===== src/hdl/pcc_pkg.sv =====
// shared types, constants and helpers of the polygon convexity check
`default_nettype none

package pcc_pkg;

  localparam int COORD_BITS = 16;
  localparam int DIFF_BITS  = COORD_BITS + 1;
  localparam int PROD_BITS  = 2 * DIFF_BITS;
  localparam int CROSS_BITS = PROD_BITS + 1;
  localparam int NUM_TURNS  = 3;

  localparam int FIFO_DEPTH    = 2;
  localparam int FIFO_PTR_BITS = (FIFO_DEPTH > 1) ? $clog2(FIFO_DEPTH) : 1;
  localparam int FIFO_CNT_BITS = $clog2(FIFO_DEPTH + 1);

  localparam logic [1:0] CNT_ZERO = 2'd0;
  localparam logic [1:0] CNT_ONE  = 2'd1;
  localparam logic [1:0] CNT_SAT  = 2'd3;

  typedef logic signed [COORD_BITS-1:0] coord_t;
  typedef logic signed [DIFF_BITS-1:0]  diff_t;
  typedef logic signed [PROD_BITS-1:0]  prod_t;
  typedef logic signed [CROSS_BITS-1:0] cross_t;

  typedef enum logic [1:0] {
    STATUS_CONVEX  = 2'd0,
    STATUS_CONCAVE = 2'd1,
    STATUS_SHORT   = 2'd2
  } status_e;

  typedef enum logic [1:0] {
    TURN_NONE = 2'd0,
    TURN_POS  = 2'd1,
    TURN_NEG  = 2'd2
  } turn_e;

  typedef struct packed {
    coord_t x;
    coord_t y;
  } point_t;

  typedef struct packed {
    diff_t dx;
    diff_t dy;
  } vec_t;

  // one queue entry: up to three turns in order, plus closing info
  typedef struct packed {
    logic [NUM_TURNS-1:0] tv;
    vec_t [NUM_TURNS-1:0] e1;
    vec_t [NUM_TURNS-1:0] e2;
    logic                 last;
    logic                 short_poly;
  } job_t;

  typedef struct packed {
    logic valid;
    job_t job;
  } push_t;

  typedef struct packed {
    logic full;
    logic empty;
  } fifo_stat_t;

  function automatic vec_t edge_of(point_t a, point_t b);
    vec_t v;
    v.dx = diff_t'(b.x) - diff_t'(a.x);
    v.dy = diff_t'(b.y) - diff_t'(a.y);
    return v;
  endfunction

  function automatic turn_e turn_code(prod_t pa, prod_t pb);
    cross_t d;
    turn_e  t;
    d = cross_t'(pa) - cross_t'(pb);
    if (d[CROSS_BITS-1]) begin
      t = TURN_NEG;
    end else if (d == '0) begin
      t = TURN_NONE;
    end else begin
      t = TURN_POS;
    end
    return t;
  endfunction

endpackage

`default_nettype wire


===== src/hdl/pcc_front.sv =====
// front end: vertex history, edge vectors and turn jobs
`default_nettype none

module pcc_front (
  input  wire                      clk_i,
  input  wire                      rst_ni,
  input  wire                      in_valid_i,
  output logic                     in_ready_o,
  input  wire pcc_pkg::coord_t     coord_x_i,
  input  wire pcc_pkg::coord_t     coord_y_i,
  input  wire                      last_vertex_i,
  input  wire pcc_pkg::fifo_stat_t fifo_stat_i,
  output pcc_pkg::push_t           push_o
);

  pcc_pkg::point_t first_q, second_q, prev_q, older_q;
  pcc_pkg::point_t first_d, second_d, prev_d, older_d;
  logic [1:0]      count_q, count_d;
  pcc_pkg::point_t p;
  logic            accept;
  logic            has_turn;

  assign in_ready_o = !fifo_stat_i.full;
  assign accept     = in_valid_i && in_ready_o;
  assign p.x        = coord_x_i;
  assign p.y        = coord_y_i;
  assign has_turn   = (count_q != pcc_pkg::CNT_ZERO) && (count_q != pcc_pkg::CNT_ONE);

  always_comb begin
    push_o.job.tv         = '0;
    push_o.job.last       = last_vertex_i;
    push_o.job.short_poly = last_vertex_i && !has_turn;
    // turn at the previous vertex
    push_o.job.tv[0] = has_turn;
    push_o.job.e1[0] = pcc_pkg::edge_of(older_q, prev_q);
    push_o.job.e2[0] = pcc_pkg::edge_of(prev_q, p);
    // closing turn at this vertex
    push_o.job.tv[1] = has_turn && last_vertex_i;
    push_o.job.e1[1] = pcc_pkg::edge_of(prev_q, p);
    push_o.job.e2[1] = pcc_pkg::edge_of(p, first_q);
    // closing turn at the first vertex
    push_o.job.tv[2] = has_turn && last_vertex_i;
    push_o.job.e1[2] = pcc_pkg::edge_of(p, first_q);
    push_o.job.e2[2] = pcc_pkg::edge_of(first_q, second_q);
    push_o.valid     = accept && (has_turn || last_vertex_i);
  end

  always_comb begin
    first_d  = first_q;
    second_d = second_q;
    prev_d   = prev_q;
    older_d  = older_q;
    count_d  = count_q;
    if (accept) begin
      if (last_vertex_i) begin
        count_d = pcc_pkg::CNT_ZERO;
      end else begin
        if (count_q == pcc_pkg::CNT_ZERO) begin
          first_d = p;
        end
        if (count_q == pcc_pkg::CNT_ONE) begin
          second_d = p;
        end
        older_d = prev_q;
        prev_d  = p;
        if (count_q != pcc_pkg::CNT_SAT) begin
          count_d = count_q + 2'd1;
        end
      end
    end
  end

  always_ff @(posedge clk_i or negedge rst_ni) begin
    if (!rst_ni) begin
      count_q <= pcc_pkg::CNT_ZERO;
    end else begin
      count_q <= count_d;
    end
  end

  always_ff @(posedge clk_i) begin
    first_q  <= first_d;
    second_q <= second_d;
    prev_q   <= prev_d;
    older_q  <= older_d;
  end

endmodule

`default_nettype wire


===== config.mk =====
export PLATFORM = sky130hd
export DESIGN_NAME = pcc_front
export DESIGN_NICKNAME = d
export VERILOG_FILES = /design/src/hdl/pcc_pkg.sv /design/src/hdl/pcc_front.sv
export SDC_FILE = /design/constraint.sdc
export NUM_CORES = 1
export LEC_CHECK = 0
export BUFFER_PORTS_ARGS = -buffer_cell sky130_fd_sc_hd__buf_2
export CORE_MARGIN = 3
export CORE_UTILIZATION = 51
export DETAILED_ROUTE_END_ITERATION = 10
export PLACE_DENSITY = 0.76
export SKIP_LAST_GASP = 1
export SLEW_MARGIN = 25
export SYNTH_ARGS = -nofsm -noshare
export SYNTH_HDL_FRONTEND = slang
export SYNTH_SLANG_ARGS = --single-unit
export TNS_END_PERCENT = 10

===== constraint.sdc =====
create_clock -name clk_i -period 2.5 [get_ports clk_i]
set_input_delay 0.125 -clock clk_i [delete_from_list [all_inputs] [get_ports clk_i]]
set_output_delay 0.125 -clock clk_i [all_outputs]
set_load 0.005 [all_outputs]

; ---- After elaboration in Yosys (flattened, before gate mapping)
; Cells that the tools add are included.
[classes]
mux = 2
addsub = 9
n_reduce_logical = 15
bitwise = 1
eq_ne = 3
[op_table]
columns = operator, n
row1 = subtractor 16 x 16 -> 17 bit, 8
row2 = AND reduction 3 bit, 2
row3 = logical AND 1 bit, 5
row4 = two-way mux 2 bit, 2
row5 = AND reduction 2 bit, 2
row6 = nonzero test 2 bit, 2
row7 = "adder 2 x 1 -> 2 bit, second input constant", 1
row8 = "equality test 2 x 1 -> 1 bit, second input constant", 1
row9 = logical NOT 1 bit, 2
row10 = logical NOT 2 bit, 1
row11 = "inequality test 2 x 1 -> 1 bit, second input constant", 1
row12 = "inequality test 2 bit, second input constant", 1
row13 = logical OR 1 bit, 1
row14 = inverter 1 bit, 1
[word_totals]
wordCells = 39
output_inout_bits = 211
in_bits = 38
ff_bits = 130

; ---- Depth between registers and ports, before layout
[logic_depth]
ltp_word = 4
mapped_depth = 10
ltp_nobuf = 9

; ---- Worst setup path before layout
; OpenSTA, ideal clock, no wires.
[synth_path]
kind = input-to-reg
startpoint = in fifo_stat_i[1] (netlist name)
endpoint = reg first_q[0] (netlist name) (enable)
setup_ps = 392
required_time_ps = 2108
arrival_ps = 4086
slack_ps = -1978
cell_stages = 4
path_buffers = 0
cell_sequence = inv_1 -> nand2_1 -> nor2_1 -> and2_1
[synth_between]
elab_chain_len = 3
[synth_lines]
columns = item, line
row1 = from (decl), pcc_front.sv:12  ; input wire pcc_pkg::fifo_stat_t fifo_stat_i,
row2 = logical NOT 1 bit, pcc_front.sv:23  ; assign in_ready_o = !fifo_stat_i.full;
row3 = logical AND 1 bit, pcc_front.sv:24  ; assign accept = in_valid_i && in_ready_o;
row4 = AND reduction 3 bit (no line), n/a
row5 = to (signal assigned), pcc_front.sv:82  ; first_q <= first_d;
row6 = to (decl), pcc_front.sv:16  ; pcc_pkg::point_t first_q, second_q, prev_q, older_q;
; Every way passes these cells.
; A chain may end at the register's enable or synchronous reset.

==> results.py <==
metrics = {
    "die": {
        "num_rows": 53,
        "dieArea_um2": 23700,
        "io_pins": 249,
        "die_h_um": 154,
        "start_util": 0.525,
        "die_w_um": 154,
        "core-area_um2": 21300,
    },
    "sta": {
        "fmax_mhz": 355,
        "final_max_slew_viol_count": 0,
        "post-route-min-period_ps": 2820,
        "setup_viol": 122,
        "finClkSkew_ps": 11.9,
        "whs_ps": 53.0,
        "setup_tns_ps": -23070,
        "hold_violations": 0,
        "slew_headroom": 0.665,
        "setup_slack_ps": -321,
        "worstMarginPinSlew_ps": 502,
        "rsz0062_at_grt": "yes",
        "period_share": 1.13,
    },
    "final_layout": {
        "nets": 1686,
        "finish.utilization": 0.681,
        "fin_cells": 1797,
        "n_antenna_cell": 0,
        "area_growth_pct": 29.8,
        "mostFrequentLayoutCells": "buf_2, inv_1, edfxtp_1",
        "layout.cells.most_common": "buf_2",
        "drive_gt1_frac": 0.315,
    },
    "worst_setup_path": {
        "endpoint_kind": "output pin",
        "cp-start-kind": "flop",
        "critical_path_required_ps": 2380,
        "arrival_ps": 2700,
        "critPathLaunch": "prev_q[16]",
        "worstSetupPathType": "reg -> out",
        "rr_startpoint": "count_q[0]",
        "crit_fanout": 3,
    },
    "cts": {
        "clkSinkCount": 130,
        "cts.htree.levels": 4,
        "clk-insertion-delay-late_ps": 420,
        "tritoncts": "done",
        "cts_made_buffers": 17,
        "clockBufferDepth": 2,
        "path_clk_slew_ps": 60,
        "cts_root_buf": "clkbuf_16",
    },
    "synth": {
        "async_reset_ff_frac": 0.0154,
        "synth-seq-cells": 130,
        "synth_seq_area_share": 0.349,
        "dominantRegCellSynth": "edfxtp_1",
        "netlist_area_um2": 11200,
        "yosysWarnings": 0,
        "syn_inst": 1207,
        "synth_edf_count": 128,
        "synth.net_count": 1384,
        "yosysUniqueCellTypes": 75,
        "avgSynthCellArea_um2": 9.26,
    },
    "power": {
        "power_frac_comb": 0.303,
        "peakVddDrop_mv": 0.447,
        "p_per_area_nw_per_um2": 536,
        "switchingPower_mw": 2.22,
        "p_leak_nw": 6.67,
        "p_seq_frac": 0.325,
        "clkPwrFrac": 0.372,
        "p_int_mw": 5.55,
        "switching_share": 0.286,
    },
    "grt": {
        "grt_usage": 0.239,
        "grt_max_degree": 33,
        "antenna_found_initial": 0,
        "grt_pass1_wl_mm": 46.0,
        "grt_overflow": 0,
        "grt_pass1_vias": 9461,
    },
    "placed_design": {
        "dp_worst_setup_slack_ps": -42.3,
        "routabilityCongestion": 0.911,
        "dp.cells": 1697,
        "place_hpwl_mm": 21.7,
        "portBuffers": 247,
    },
    "drt": {
        "postRouteAntennaNets": 0,
        "wl_mm": 30.3,
        "vias": 10100,
        "drtIter0Drc": 541,
        "first_pass_iters": 5,
        "avgRoutedWirePerCell_um": 16.9,
        "vias_per_cell": 5.60,
        "drcViolationCount": 0,
    },
    "min_path": {
        "min_from": "coord_y_i[1]",
        "worstHoldPathType": "in -> reg",
    },
    "run_status": {
        "violations": "setup timing",
        "status": "finished, violations left",
    },
    "job": {
        "max_cap_viol_count": 0,
    },
}
-- sequential cells by signal (all words and copies together) (netlist names) --
name,flops
count_q,2
prev_q,32
first_q,32
older_q,32
second_q,32
-- worst max-delay path, cell delays in order, from the launching register on --
cell and delay (ps):
edfxtp_1 360, inv_1 50, ha_2 190, fa_2 400, nand3b_1 210, a31oi_1 220
nor2_1 100, o21ai_1 140, buf_4 150, a2111oi_2 60, mux2_4 270, buf_6 120
-- power groups by stage --
stage                     Sequential [mW]  Clock (mW)  Combinational, mW
final                                2.53        2.89               2.35
after global routing                 2.53        3.02               2.56
after CTS                            2.52        2.92               2.23
after detailed placement             2.57           0               2.05
after global placement               2.56           0               2.02
after floorplan                      2.56           0               1.43
-- cells by family after synthesis --
| family | synth area share |
|---|---|
| flops | 0.349 |
| fa+ha+maj | 0.161 |
| compound gates | 0.193 |
| xor+xnor | 0.0659 |
| mux | 0.00291 |
| simple gates | 0.114 |
| buf+inv | 0.114 |
-- synthesized netlist by cell type, types with 4 or more instances --
cell	n	area share
nor2_1	89	0.030
inv_1	185	0.062
o22ai_1	4	0.0022
a21boi_0	4	0.0027
nand2_1	49	0.016
o21a_1	25	0.017
fa_1	8	0.014
buf_4	71	0.048
nand3_1	18	0.0081
nand2b_1	14	0.0078
o21ai_1	7	0.0031
o21ai_0	57	0.026
a21o_1	23	0.015
or2_2	4	0.0022
o21bai_1	8	0.0054
nand4_1	10	0.0056
a211oi_1	6	0.0040
xor2_1	27	0.021
edfxtp_1	128	0.34
and3_1	4	0.0022
nor3_1	19	0.0085
xnor2_1	57	0.045
o311ai_0	9	0.0071
o31a_1	10	0.0078
o211ai_1	12	0.0081
a21boi_1	4	0.0027
clkbuf_1	8	0.0027
nor4_1	5	0.0028
o31ai_1	8	0.0054
a21oi_1	91	0.041
a31oi_1	10	0.0056
ha_1	131	0.15
nor2b_1	30	0.017
-- final timing paths --
check | cells past startpoint | to | slack, ps
setup / recovery | 11 | push_o[137] | -320
hold / removal | 1 | first_q[1] | 50
setup reg to reg | 4 | first_q[26] | 810
hold reg to reg | 0 | older_q[13] | 500
max in group asynchronous | 3 | count_q[1] | 1810
min in group asynchronous | 3 | count_q[0] | 560
-- layout make-up --
cell class	instances	area [um^2]
tap	275	344
fill	1641	6790
clock buffer	20	467
inverter	185	694
timing repair buffer	364	2240
sequential	130	3890
multi-input combinational	811	6640
clock inverter	12	228
-- per-layer routing --
| metal | GRT usage | part of all wire |
|---|---|---|
| met5 | 0 | 0 |
| met4 | 0.0988 | 0.037 |
| met3 | 0.0372 | 0.064 |
| met2 | 0.428 | 0.50 |
| met1 | 0.284 | 0.40 |
-- per-stage QoR --
step                      instance area, um^2  power (mW)
final                                   14500        7.77
after global routing                    14500        8.11
after CTS                               14100        7.68
after detailed placement                12600        4.62
after global placement                  12600        4.59
after floorplan                         11200        3.99
-- timing repair --
item                                    in CTS  in global routing
hold endpoints to repair                    93                  0
hold buffers                                35                  0
gates resized for setup                     76                 63
buffers inserted                            14                 20
pin swaps                                   37                 27
endpoints found under the setup margin     128                138
Note: power is estimated with default switching activity, not from simulation.
