==> src/hdl/pcc_pkg.sv <==
// shared types, constants and helpers of the polygon convexity check
`default_nettype none

package pcc_pkg;

  localparam int COORD_BITS = 16;
  localparam int DIFF_BITS  = COORD_BITS + 1;
  localparam int PROD_BITS  = 2 * DIFF_BITS;
  localparam int CROSS_BITS = PROD_BITS + 1;
  localparam int NUM_TURNS  = 3;

  localparam int FIFO_DEPTH    = 2;
  localparam int FIFO_PTR_BITS = (FIFO_DEPTH > 1) ? $clog2(FIFO_DEPTH) : 1;
  localparam int FIFO_CNT_BITS = $clog2(FIFO_DEPTH + 1);

  localparam logic [1:0] CNT_ZERO = 2'd0;
  localparam logic [1:0] CNT_ONE  = 2'd1;
  localparam logic [1:0] CNT_SAT  = 2'd3;

  typedef logic signed [COORD_BITS-1:0] coord_t;
  typedef logic signed [DIFF_BITS-1:0]  diff_t;
  typedef logic signed [PROD_BITS-1:0]  prod_t;
  typedef logic signed [CROSS_BITS-1:0] cross_t;

  typedef enum logic [1:0] {
    STATUS_CONVEX  = 2'd0,
    STATUS_CONCAVE = 2'd1,
    STATUS_SHORT   = 2'd2
  } status_e;

  typedef enum logic [1:0] {
    TURN_NONE = 2'd0,
    TURN_POS  = 2'd1,
    TURN_NEG  = 2'd2
  } turn_e;

  typedef struct packed {
    coord_t x;
    coord_t y;
  } point_t;

  typedef struct packed {
    diff_t dx;
    diff_t dy;
  } vec_t;

  // one queue entry: up to three turns in order, plus closing info
  typedef struct packed {
    logic [NUM_TURNS-1:0] tv;
    vec_t [NUM_TURNS-1:0] e1;
    vec_t [NUM_TURNS-1:0] e2;
    logic                 last;
    logic                 short_poly;
  } job_t;

  typedef struct packed {
    logic valid;
    job_t job;
  } push_t;

  typedef struct packed {
    logic full;
    logic empty;
  } fifo_stat_t;

  function automatic vec_t edge_of(point_t a, point_t b);
    vec_t v;
    v.dx = diff_t'(b.x) - diff_t'(a.x);
    v.dy = diff_t'(b.y) - diff_t'(a.y);
    return v;
  endfunction

  function automatic turn_e turn_code(prod_t pa, prod_t pb);
    cross_t d;
    turn_e  t;
    d = cross_t'(pa) - cross_t'(pb);
    if (d[CROSS_BITS-1]) begin
      t = TURN_NEG;
    end else if (d == '0) begin
      t = TURN_NONE;
    end else begin
      t = TURN_POS;
    end
    return t;
  endfunction

endpackage

`default_nettype wire

==> src/hdl/pcc_fifo.sv <==
// short job queue between front and back
`default_nettype none

module pcc_fifo (
  input  wire                      clk_i,
  input  wire                      rst_ni,
  input  wire pcc_pkg::push_t      push_i,
  input  wire                      pop_i,
  output pcc_pkg::job_t            head_o,
  output pcc_pkg::fifo_stat_t      stat_o
);

  pcc_pkg::job_t                       mem [pcc_pkg::FIFO_DEPTH];
  logic [pcc_pkg::FIFO_PTR_BITS-1:0]   wr_ptr_q, rd_ptr_q;
  logic [pcc_pkg::FIFO_CNT_BITS-1:0]   cnt_q;
  logic                                do_push, do_pop;

  function automatic logic [pcc_pkg::FIFO_PTR_BITS-1:0] ptr_inc(
      logic [pcc_pkg::FIFO_PTR_BITS-1:0] ptr);
    logic [pcc_pkg::FIFO_PTR_BITS-1:0] r;
    if (ptr == pcc_pkg::FIFO_PTR_BITS'(pcc_pkg::FIFO_DEPTH - 1)) begin
      r = '0;
    end else begin
      r = ptr + 1'b1;
    end
    return r;
  endfunction

  assign stat_o.full  = (cnt_q == pcc_pkg::FIFO_CNT_BITS'(pcc_pkg::FIFO_DEPTH));
  assign stat_o.empty = (cnt_q == '0);
  assign do_push      = push_i.valid && !stat_o.full;
  assign do_pop       = pop_i && !stat_o.empty;
  assign head_o       = mem[rd_ptr_q];

  always_ff @(posedge clk_i or negedge rst_ni) begin
    if (!rst_ni) begin
      wr_ptr_q <= '0;
      rd_ptr_q <= '0;
      cnt_q    <= '0;
    end else begin
      if (do_push) begin
        wr_ptr_q <= ptr_inc(wr_ptr_q);
      end
      if (do_pop) begin
        rd_ptr_q <= ptr_inc(rd_ptr_q);
      end
      if (do_push && !do_pop) begin
        cnt_q <= cnt_q + pcc_pkg::FIFO_CNT_BITS'(1);
      end else if (do_pop && !do_push) begin
        cnt_q <= cnt_q - pcc_pkg::FIFO_CNT_BITS'(1);
      end
    end
  end

  always_ff @(posedge clk_i) begin
    if (do_push) begin
      mem[wr_ptr_q] <= push_i.job;
    end
  end

endmodule

`default_nettype wire

==> config.mk <==
export PLATFORM = sky130hd
export DESIGN_NAME = pcc_fifo
export DESIGN_NICKNAME = d
export VERILOG_FILES = /design/src/hdl/pcc_pkg.sv /design/src/hdl/pcc_fifo.sv
export SDC_FILE = /design/constraint.sdc
export NUM_CORES = 1
export LEC_CHECK = 0
export BUFFER_PORTS_ARGS = -buffer_cell sky130_fd_sc_hd__buf_2
export CAP_MARGIN = 20
export CELL_PAD_IN_SITES_DETAIL_PLACEMENT = 1
export CELL_PAD_IN_SITES_GLOBAL_PLACEMENT = 2
export CORE_ASPECT_RATIO = 0.8
export CORE_MARGIN = 2
export CORE_UTILIZATION = 43
export CTS_BUF_LIST = sky130_fd_sc_hd__clkbuf_4
export DETAILED_ROUTE_END_ITERATION = 6
export GPL_ROUTABILITY_DRIVEN = 0
export PLACE_DENSITY_LB_ADDON = 0.25
export SLEW_MARGIN = 20
export SYNTH_ARGS = -nofsm -noshare
export SYNTH_HDL_FRONTEND = slang
export SYNTH_SLANG_ARGS = --single-unit
==> constraint.sdc <==
create_clock -name clk_i -period 17.4 [get_ports clk_i]
set_input_delay 1.74 -clock clk_i [delete_from_list [all_inputs] [get_ports clk_i]]
set_output_delay 1.74 -clock clk_i [all_outputs]
set_load 0.02 [all_outputs]
-- After elaboration in Yosys (flattened, before gate mapping)
Memory sizes are Yosys's and may differ from the RTL's.
Index checks and enable logic that the tools add are counted.
- multiplexer cells: 6
- add/subtract/negate cells: 4
- reduce and logical (&&, ||, !) cells: 10
- equality and inequality tests: 1
- operator list (kind ; count):
    $logic_and A1 B1 Y1 ; 4
    $logic_not A1 Y1 ; 4
    $mux W1 ; 4
    $mux W2 ; 2
    $add A1 B1 Y1 const B ; 2
    $add A2 B1 Y2 const B ; 1
    $eq A2 B2 Y1 const B ; 1
    $logic_not A2 Y1 ; 1
    $reduce_bool A2 Y1 ; 1
    $sub A2 B1 Y2 const B ; 1
- memories kept: 1
- output and inout port bits: 211
- word-level logic and storage cells: 25
- flip-flop bits (word level): 4
- input bits: 213
- RAM bits: 418
- memories (memory ; words ; bits a word ; rd ports ; clocked after Yosys merged registers in ; wr ports ; RTL line ; text):
    mem ; 2 ; 209 ; 1 ; 0 ; 1 ; pcc_fifo.sv:13 ; pcc_pkg::job_t mem [pcc_pkg::FIFO_DEPTH];

-- Logic depth before layout (Yosys ltp)
Gate-level depths: netlist (run 1).
- depth after elaboration: 7
- gate-level depth with buffers: 7
- depth with buffers taken out: 7

-- Worst setup path after synthesis (run 1)
No wires, ideal clock.
- kind: input to register
- start: input port push_i[209] in the netlist's numbering
- end: memory mem[0][0] in the netlist's numbering (enable)
- data arrival time: 10.492 ns
- path buffers: 0
- path slack: 6.126 ns
- setup time: 0.781 ns
- stages on the path: 2
- data required time: 16.619 ns
- cell sequence: nand2_1 > nor2_1
- longest elaborated chain between the ends: 3
- ends and longest elaborated chain (element ; RTL line ; text):
    start, declared ; pcc_fifo.sv:7 ; input wire pcc_pkg::push_t push_i,
    $logic_and A1 B1 Y1 ; pcc_fifo.sv:31 ; assign do_push = push_i.valid && !stat_o.full;
    $mux W1 ; pcc_fifo.sv:56 ; if (do_push) begin
    $mux W1 (not written as such) ; pcc_fifo.sv:57 ; mem[wr_ptr_q] <= push_i.job;
    end, declared ; pcc_fifo.sv:13 ;
No other way between the ends.

==> impl_metrics.ini, run 1 <==
[finish]
fin_nets = 1398
layout-drive-gt1-share_pct = 64.3
fin_cells = 1747
area_growth_pct = 25.3

[power]
pwr_density_cell_mw_per_mm2 = 175
vdd_drop_max_mv = 0.0707
power_leakage_nw = 7.29

[clock_network]
cts_buffers = 104
clk_latency_ps = 790
clockRootBuffer = clkbuf_4
post_cts_buffers = 0
cts_resized = 0
cts_max_path_buffers = 3
htree_levels = 3
clock_sinks = 422
hold_buffers = 0
clk_pin_slew_ps = 70
cts_tree = built

[global_route]
grt_pass1_wl_um = 54200
first_global_vias = 9123
antenna_found_initial = 19
grt_overflow_total = 0
grt_max_degree = 74
track_usage_pct = 19.5

[die]
core-area_mm2 = 0.0350
io_pins = 424
die_y_um = 173
num_rows = 61
die_w_um = 215
start_util_pct = 43.9
die-area_mm2 = 0.0372

[hold_path]
min_path_type = reg -> reg

[synth]
syn_nets = 883
synth_cell_types = 14
yosys_register_bits = 422
synthArstFlopShare_pct = 0.948
ys.flop_type = edfxtp_1
yosysTopAreaCellShare_pct = 81.7
yosys.area_share.simple_pct = 0.179
synth_top_cell_by_area = edfxtp_1
synth_cells = 669
synth_top_family_by_area = multiplexers
synth.most_common_cell = edfxtp_1
synth_area_leaders = edfxtp_1 (82%), mux2_2 (15%), buf_6 (1.6%)
synthMuxAreaShare_pct = 15.3
synth_fa_ha_area_share_pct = 0.0815
synth-edff-count = 418
seq_area_frac_synth_pct = 82.4
synth_xor_area_share_pct = 0.285
synthTopCellsByCount = edfxtp_1 (418), mux2_2 (209), buf_6 (22)
syn_area_mm2 = 0.0154
yosysWarnings = 0
synth_area_per_cell_um2 = 23.0
synth_compound_area_share_pct = 0.0326

[route]
firstDrtPassIters = 4
vias = 8364
remaining_drc_errors = 0
met2_length_um = 18100
drt_wl_total_um = 36300
wl_met1_um = 14100
route.met3.wl_um = 3330
postRouteAntennaNets = 0
viasPerCell = 4.79
wl_per_cell_um = 20.8
drt_iter0_drc = 342
top_layer_used = met5

[outcome]
status = complete, no violations

[critical_path]
r2r_start = cnt_q[0]
critical_path_arrival_ps = 3470
path_max_fanout = 73
path_cells = buf_4 > mux2_2 > buf_2
crit_start = rd_ptr_q
rr_worst_depth = 5
crit_path_end_kind = output pin
setup.worst_path.start_class = register
ff2ff_setup_slack_ps = 14250
cp_slowest_cell = dfrtp_4
critPathKind = reg -> out
critPathMaxStageDelay_ps = 1040
cp-endpoint = head_o[201]
r2r-end = mem[0][139]
required_ps = 15660

[sta]
setup_violations = 0
slew-limit-headroom_pct = 30.3
hold_viol = 0
fin_hold_ws_ps = 557
finalCritPeriodShare_pct = 30.0
fmax_ghz = 0.192
drv_slew = 0
worstMarginPinSlew_ps = 1040
finClkSkew_ps = 46.1
fin_crit_ps = 5210
rsz0062_at_grt = false
final.setup.tns_ps = 0

[placement]
dp.cells = 1549
portBuffers = 423
place_hpwl_um = 24100

[run]
maxCapViolCount = 0
## metal layers
| layer | GRT usage, % | up-vias |
|---|---|---|
| li1 | - | 3791 |
| met1 | 22.4 | 4178 |
| met2 | 31.7 | 328 |
| met3 | 9.43 | 59 |
| met4 | 7.16 | 8 |
| met5 | 0 | - |
## cells in the final DEF (no fill, tap or decap), drive strengths merged
cell	instances
clkbuf	156
o21ai	1
clkinv	18
buf	432
xor2	2
inv	5
edfxtp	418
and3	1
mux2	209
ha	1
nand2b	1
xnor2	3
nand2	1
clkinvlp	1
nor2	3
dfrtp	4
diode	19
## critical path: cells and delay by family (launching register included)
family | cells | cell delay, ps
buf+inv | 2 | 1060
flops | 1 | 1040
mux | 1 | 450
## flip-flops by register name, indices dropped and copies added, names as in the netlist
register / cells
cnt_q: 2
mem: 418
rd_ptr_q: 1
wr_ptr_q: 1
## cell type report
| type | count | area, um^2 |
|---|---|---|
| fill | 3398 | 15700 |
| clock inverter | 22 | 101 |
| sequential | 422 | 12700 |
| multi-input combinational | 222 | 2450 |
| inverter | 2 | 7.51 |
| clock buffer | 156 | 1170 |
| timing repair buffer | 432 | 2200 |
| tap | 472 | 591 |
| antenna | 19 | 47.5 |
## cell families (layout without fill, tap and decap cells)
group / count (synthesis) / in the layout
AOI/OAI and AO/OA: 1 / 1
muxes: 209 / 209
xor gates and xnor gates: 5 / 5
DFF: 422 / 422
adders and majority gates: 1 / 1
other: 0 / 19
and+or+nand+nor: 6 / 6
buffers and inverters: 25 / 612
## power breakdown
| group | switching [W] | internal [W] | leakage [nW] |
|---|---|---|---|
| clock | 0.000380 | 0.000407 | 0.767 |
| sequential | 0.0000808 | 0.00139 | 3.93 |
| combinational | 0.000695 | 0.000413 | 2.59 |
## per-stage QoR
stage	util [%]	total power [W]	instance area, um^2	worst slack, ps
6_report	55.0	0.00337	19200	12190
5_1_grt	55.0	0.00354	19200	11910
4_1_cts	54.8	0.00342	19200	12080
3_5_place_dp	51.2	0.00262	17900	12610
3_3_place_gp	51.2	0.00260	17900	12600
2_1_floorplan	-	0.00232	15400	6130
## worst min path at each step
stage	cells after the start	start	endpoint
detailed placement	1	wr_ptr_q	wr_ptr_q
global placement	1	cnt_q[1]	cnt_q[1]
global route	1	wr_ptr_q	wr_ptr_q
CTS	1	wr_ptr_q	wr_ptr_q
floorplan	1	wr_ptr_q	wr_ptr_q
finish	1	cnt_q[1]	cnt_q[1]
Note: power is estimated with default switching activity, not from simulation.
==> run 2, diff against run 1 <==
Settings changed: ABC_AREA set to 1, CORE_UTILIZATION 43 to 36.
Clock period 17.4 ns to 5.2 ns, I/O delays scaled along.
==> run 2 against run 1 <==
- total power rose to 3.6 times the previous value
- synthesized area about the same
- sequential share of layout area down 7.3 points
- sequential power rose to 3.3 times the previous value
- cell count up 42%
- first-iteration DRC count up 45%
- global-route usage up 0.28 points
- worst hold slack worse by 420 ps
- non-clock buffer count up 213
- routed wire length up 21%
- register-to-register slack worse by 11000 ps
- synthesized cell count up 68%
- critical endpoint is now head_o[79]
- largest cell class unchanged
==> impl_metrics.ini, run 2 <==
[synth]
synth_fa_ha_area_share_pct = 0.0814
synth-edff-count = 418
synth_top_cell_by_area = edfxtp_1
synth_xor_area_share_pct = 0.0570
synthArstFlopShare_pct = 0.948
yosys_register_bits = 422
yosysWarnings = 0
syn_area_mm2 = 0.0154
yosys.area_share.simple_pct = 15.8
synth_cell_types = 14
syn_nets = 1337
synth_cells = 1123
synthTopCellsByCount = nand2_1 (636), edfxtp_1 (418), buf_2 (44)
seq_area_frac_synth_pct = 82.4
synth_top_family_by_area = simple AND/OR/NAND/NOR gates
synth.most_common_cell = nand2_1
yosysTopAreaCellShare_pct = 81.7
synth_area_leaders = edfxtp_1 (82%), nand2_1 (16%), buf_2 (1.4%)
synth_compound_area_share_pct = 0.0652
ys.flop_type = edfxtp_1
synthMuxAreaShare_pct = 0
synth_area_per_cell_um2 = 13.7

[sta]
slew-limit-headroom_pct = 40.8
worstMarginPinSlew_ps = 888
fin_crit_ps = 3670
hold_viol = 0
final.setup.tns_ps = 0
setup_violations = 0
finClkSkew_ps = 32.2
fmax_ghz = 0.273
drv_slew = 0
finalCritPeriodShare_pct = 70.6
rsz0062_at_grt = false
timing.final.ws_setup_ps = 1530

[critical_path]
critPathKind = reg -> out
setup.worst_path.start_class = register
path_max_fanout = 129
crit_path_end_kind = output pin
required_ps = 4680
critical_path_arrival_ps = 3150

[outcome]
status = complete, no violations

[die]
die_y_um = 189
num_rows = 67
core-area_mm2 = 0.0420
die_w_um = 235
start_util_pct = 36.6
die-area_mm2 = 0.0444
io_pins = 424

[finish]
regMostFlops = mem
utilization_pct = 51.5
largest_reg_flops = 418
reg_top3 = mem x418, cnt_q x2
layout-drive-gt1-share_pct = 32.2
area_growth_pct = 40.9
mostFrequentLayoutCells = nand2_1 (636), buf_2 (423), edfxtp_1 (418), dlygate4sd3_1 (212), clkbuf_4 (173)
fin_nets = 2045
nFillCells = 4514
fin_cells = 2474
final_common_cell = nand2_1

[clock_network]
clk_latency_ps = 840
cts_tree = built
clk_pin_slew_ps = 60
cts_buffers = 107
cts_max_path_buffers = 3
htree_levels = 3
post_cts_buffers = 0
clockRootBuffer = clkbuf_4
clock_sinks = 422

[global_route]
grt_overflow_total = 0
first_global_vias = 12300
track_usage_pct = 19.7
grt_max_degree = 130
antenna_found_initial = 6
grt_pass1_wl_um = 67500

[route]
vias = 11100
firstDrtPassIters = 5
viasPerCell = 4.50
remaining_drc_errors = 0
drt_wl_total_um = 44000
wl_per_cell_um = 17.8
postRouteAntennaNets = 0
drt_iter0_drc = 496

[hold_path]
min_path_type = in -> reg

[power]
vdd_drop_max_mv = 0.335
pwr_density_cell_mw_per_mm2 = 561
power_leakage_nw = 9.37

[placement]
place_hpwl_um = 26800
portBuffers = 423
pre_cts_ws_ps = 2070
dp.cells = 2062

[run]
maxCapViolCount = 0
## run 2: power breakdown
part	internal [W]	switching (W)	total, W
clock	0.00159	0.00132	0.00291
sequential	0.00464	0.000277	0.00491
combinational	0.00119	0.00314	0.00433
## run 2: kinds of logic (layout without fill, tap and decap cells)
family                     count (synthesis)  count (layout)
buffers and inverters                     54             841
xor gates and xnor gates                   1               1
AOI/OAI and AO/OA                          2               2
DFF                                      422             422
and+or+nand+nor                          643             643
adders and majority gates                  1               1
other                                      0              12
## run 2: cell type report
type	count	area [um^2]	share of cell area, %
Antenna cell	12	30.0	0.139
Clock buffer	173	1300	6.00
Clock inverter	15	109	0.503
Inverter	8	41.3	0.191
Multi-Input combinational cell	647	2460	11.4
Sequential cell	422	12700	58.5
Tap cell	552	691	3.19
Timing Repair Buffer	645	4360	20.2
## run 2: repair_timing
action | 4_1_cts | 5_1_grt
hold endpoints to repair | 423 | 0
gates resized for setup | 0 | 0
setup endpoints to repair | 0 | 0
hold buffers | 212 | 0
## run 2: worst paths after layout
kind,startpoint,end,slack (ps),cells past startpoint
max,rd_ptr_q,head_o[79],1530,5
min,push_i[209],wr_ptr_q,140,5
max reg2reg,cnt_q[0],mem[1][47],2830,4
min reg2reg,wr_ptr_q,wr_ptr_q,500,2
max in group asynchronous,rst_ni,rd_ptr_q,4370,3
min in group asynchronous,rst_ni,wr_ptr_q,630,3
## run 2: through the flow
stage,total power (W),hold slack [ps],area [um^2]
3_5_place_dp,0.00924,333,18100
5_1_grt,0.0129,84.1,21600
4_1_cts,0.0123,36.6,21600
6_report,0.0122,135,21600
3_3_place_gp,0.00916,333,18100
2_1_floorplan,0.00758,224,15400
## run 2: routing by layer
layer  share of wire, %  up-vias  routed length, um  global-route usage (%)
met2                 49      370              21600                    32.6
li1                   -     5306                  -                       -
met3                7.1      100               3120                    7.13
met1                 41     5346              18000                    23.5
met4                3.0        2               1300                    8.11
met5              0.025        -                 11                       0
## run 2: critical path, stage by stage, from the launching register on
cell and delay, ps:
dfrtp_4 790, inv_8 720, buf_4 430, nand2_1 120, nand2_1 70, buf_2 160
==> run 3, diff against run 2 <==
Settings changed: ABC_AREA 1 to 0.
Clock period 5.2 ns to 3.35 ns, I/O delays scaled along.
==> run 3 against run 2 <==
- utilization rose by 0.32 points
- cell count fell by 17%
- critical path depth fell by 2
- flip-flop and latch count did not move
- global-route usage fell by 2.3 points
- largest power group unchanged
- worst hold slack improved by 110 ps
- clock skew rose by 4.3 ps
- die area barely moved
- routed wire length fell by 13%
- count of clock-buffer cells in the layout fell by 10
- total power rose by 50%
==> impl_metrics.ini, run 3 (synthesized netlist as in run 1, its figures left out) <==
[die]
die_w_um = 235
num_rows = 67
die_y_um = 189
io_pins = 424
core-area_mm2 = 0.0420
die-area_mm2 = 0.0443
start_util_pct = 36.6

[placement]
place_hpwl_um = 24200
pre_cts_ws_ps = 1100
dp.cells = 1646
portBuffers = 423

[sta]
setup_violations = 0
fin_hold_ws_ps = 242
finalCritPeriodShare_pct = 91.1
fin_crit_ps = 3050
timing.final.ws_setup_ps = 297
drv_slew = 0
hold_viol = 0
finClkSkew_ps = 36.5
slew-limit-headroom_pct = 46.3
final.setup.tns_ps = 0
rsz0062_at_grt = false
worstMarginPinSlew_ps = 806
fmax_ghz = 0.328

[clock_network]
cts_buffers = 106
clockRootBuffer = clkbuf_4
clk_latency_ps = 810
htree_levels = 3
cts_max_path_buffers = 3
clock_sinks = 422
cts_tree = built
clk_pin_slew_ps = 60

[critical_path]
r2r_start = cnt_q[0]
setup.worst_path.start_class = register
rr_worst_depth = 4
ff2ff_setup_slack_ps = 1270
critical_path_arrival_ps = 2720
critPathKind = reg -> out
path_max_fanout = 47
crit_path_end_kind = output pin
r2r-end = mem[0][107]
required_ps = 3010

[finish]
final_common_cell = buf_2
nFillCells = 4098
largest_reg_flops = 418
fin_cells = 2046
fin_nets = 1629
layout-drive-gt1-share_pct = 55.9
reg_top3 = mem x418, cnt_q x2
regArea_mm2 = 0.0127
mostFrequentLayoutCells = buf_2 (423), edfxtp_1 (418), dlygate4sd3_1 (213), mux2_2 (209), clkbuf_4 (163)
regMostFlops = mem
area_growth_pct = 41.9
multi_input_area_mm2 = 0.00247

[global_route]
first_global_vias = 10400
grt_overflow_total = 0
grt_pass1_wl_um = 59300
grt_max_degree = 60
antenna_found_initial = 2
track_usage_pct = 17.4

[route]
remaining_drc_errors = 0
wl_per_cell_um = 18.6
firstDrtPassIters = 4
drt_wl_total_um = 38100
postRouteAntennaNets = 0
viasPerCell = 4.47
drt_iter0_drc = 293
vias = 9137

[power]
power_leakage_nw = 8.36
pwr_density_cell_mw_per_mm2 = 838
vdd_drop_max_mv = 0.448
power_w = 0.0183

[hold_path]
hold_start = push_i[6]
whs_endpoint = mem[1][6]
min_path_type = in -> reg
hold_depth = 2

[run]
maxCapViolCount = 0

[outcome]
status = complete, no violations
[run 3: how the worst max path moves through the flow]
| stage | slack (ps) | to | startpoint |
|---|---|---|---|
| CTS | 130 | head_o[95] | rd_ptr_q |
| detailed placement | 1100 | head_o[95] | rd_ptr_q |
| global placement | 1110 | head_o[95] | rd_ptr_q |
| finish | 300 | head_o[95] | rd_ptr_q |
| floorplan | -780 | mem[0][0] | cnt_q[0] |
| global route | 90 | head_o[95] | rd_ptr_q |
[run 3: layout make-up]
type / count / share of cell area [%]
well taps: 552 / 3.17
clock buffers: 163 / 5.62
inverters: 2 / 0.0345
multi-input cells: 222 / 11.3
flip-flops and latches: 422 / 58.1
clock inverters: 21 / 0.764
repair buffers: 661 / 20.9
diodes: 3 / 0.0345
[run 3: stage by stage]
stage                     instance area (um^2)  utilization (%)
after global routing                     21800             51.9
final                                    21800             51.9
after detailed placement                 18300             43.5
after floorplan                          15400                -
after CTS                                21800             51.8
after global placement                   18300             43.5
[run 3: layer usage]
layer | wire, um | global-route usage, % | up-vias
met5 | 0 | 0 | -
met4 | 812 | 6.26 | 0
met3 | 2550 | 6.39 | 61
met2 | 19900 | 30.4 | 309
met1 | 14800 | 19.7 | 4534
li1 | - | - | 4233
[run 3: critical path: stages (launching register included)]
cell and delay (ps):
dfrtp_4 940, buf_12 330, mux2_2 400, buf_2 170
[run 3: power by group]
part,internal [W],leakage [nW],switching (W)
logic,0.00251,3.60,0.00374
clock network,0.00242,0.829,0.00199
registers,0.00720,3.93,0.000386
[run 3: what timing repair did]
action                    in CTS  in global routing
hold endpoints to repair     434                  0
gates resized for setup        0                  0
hold buffers                 213                  0
setup buffers                  0                  0
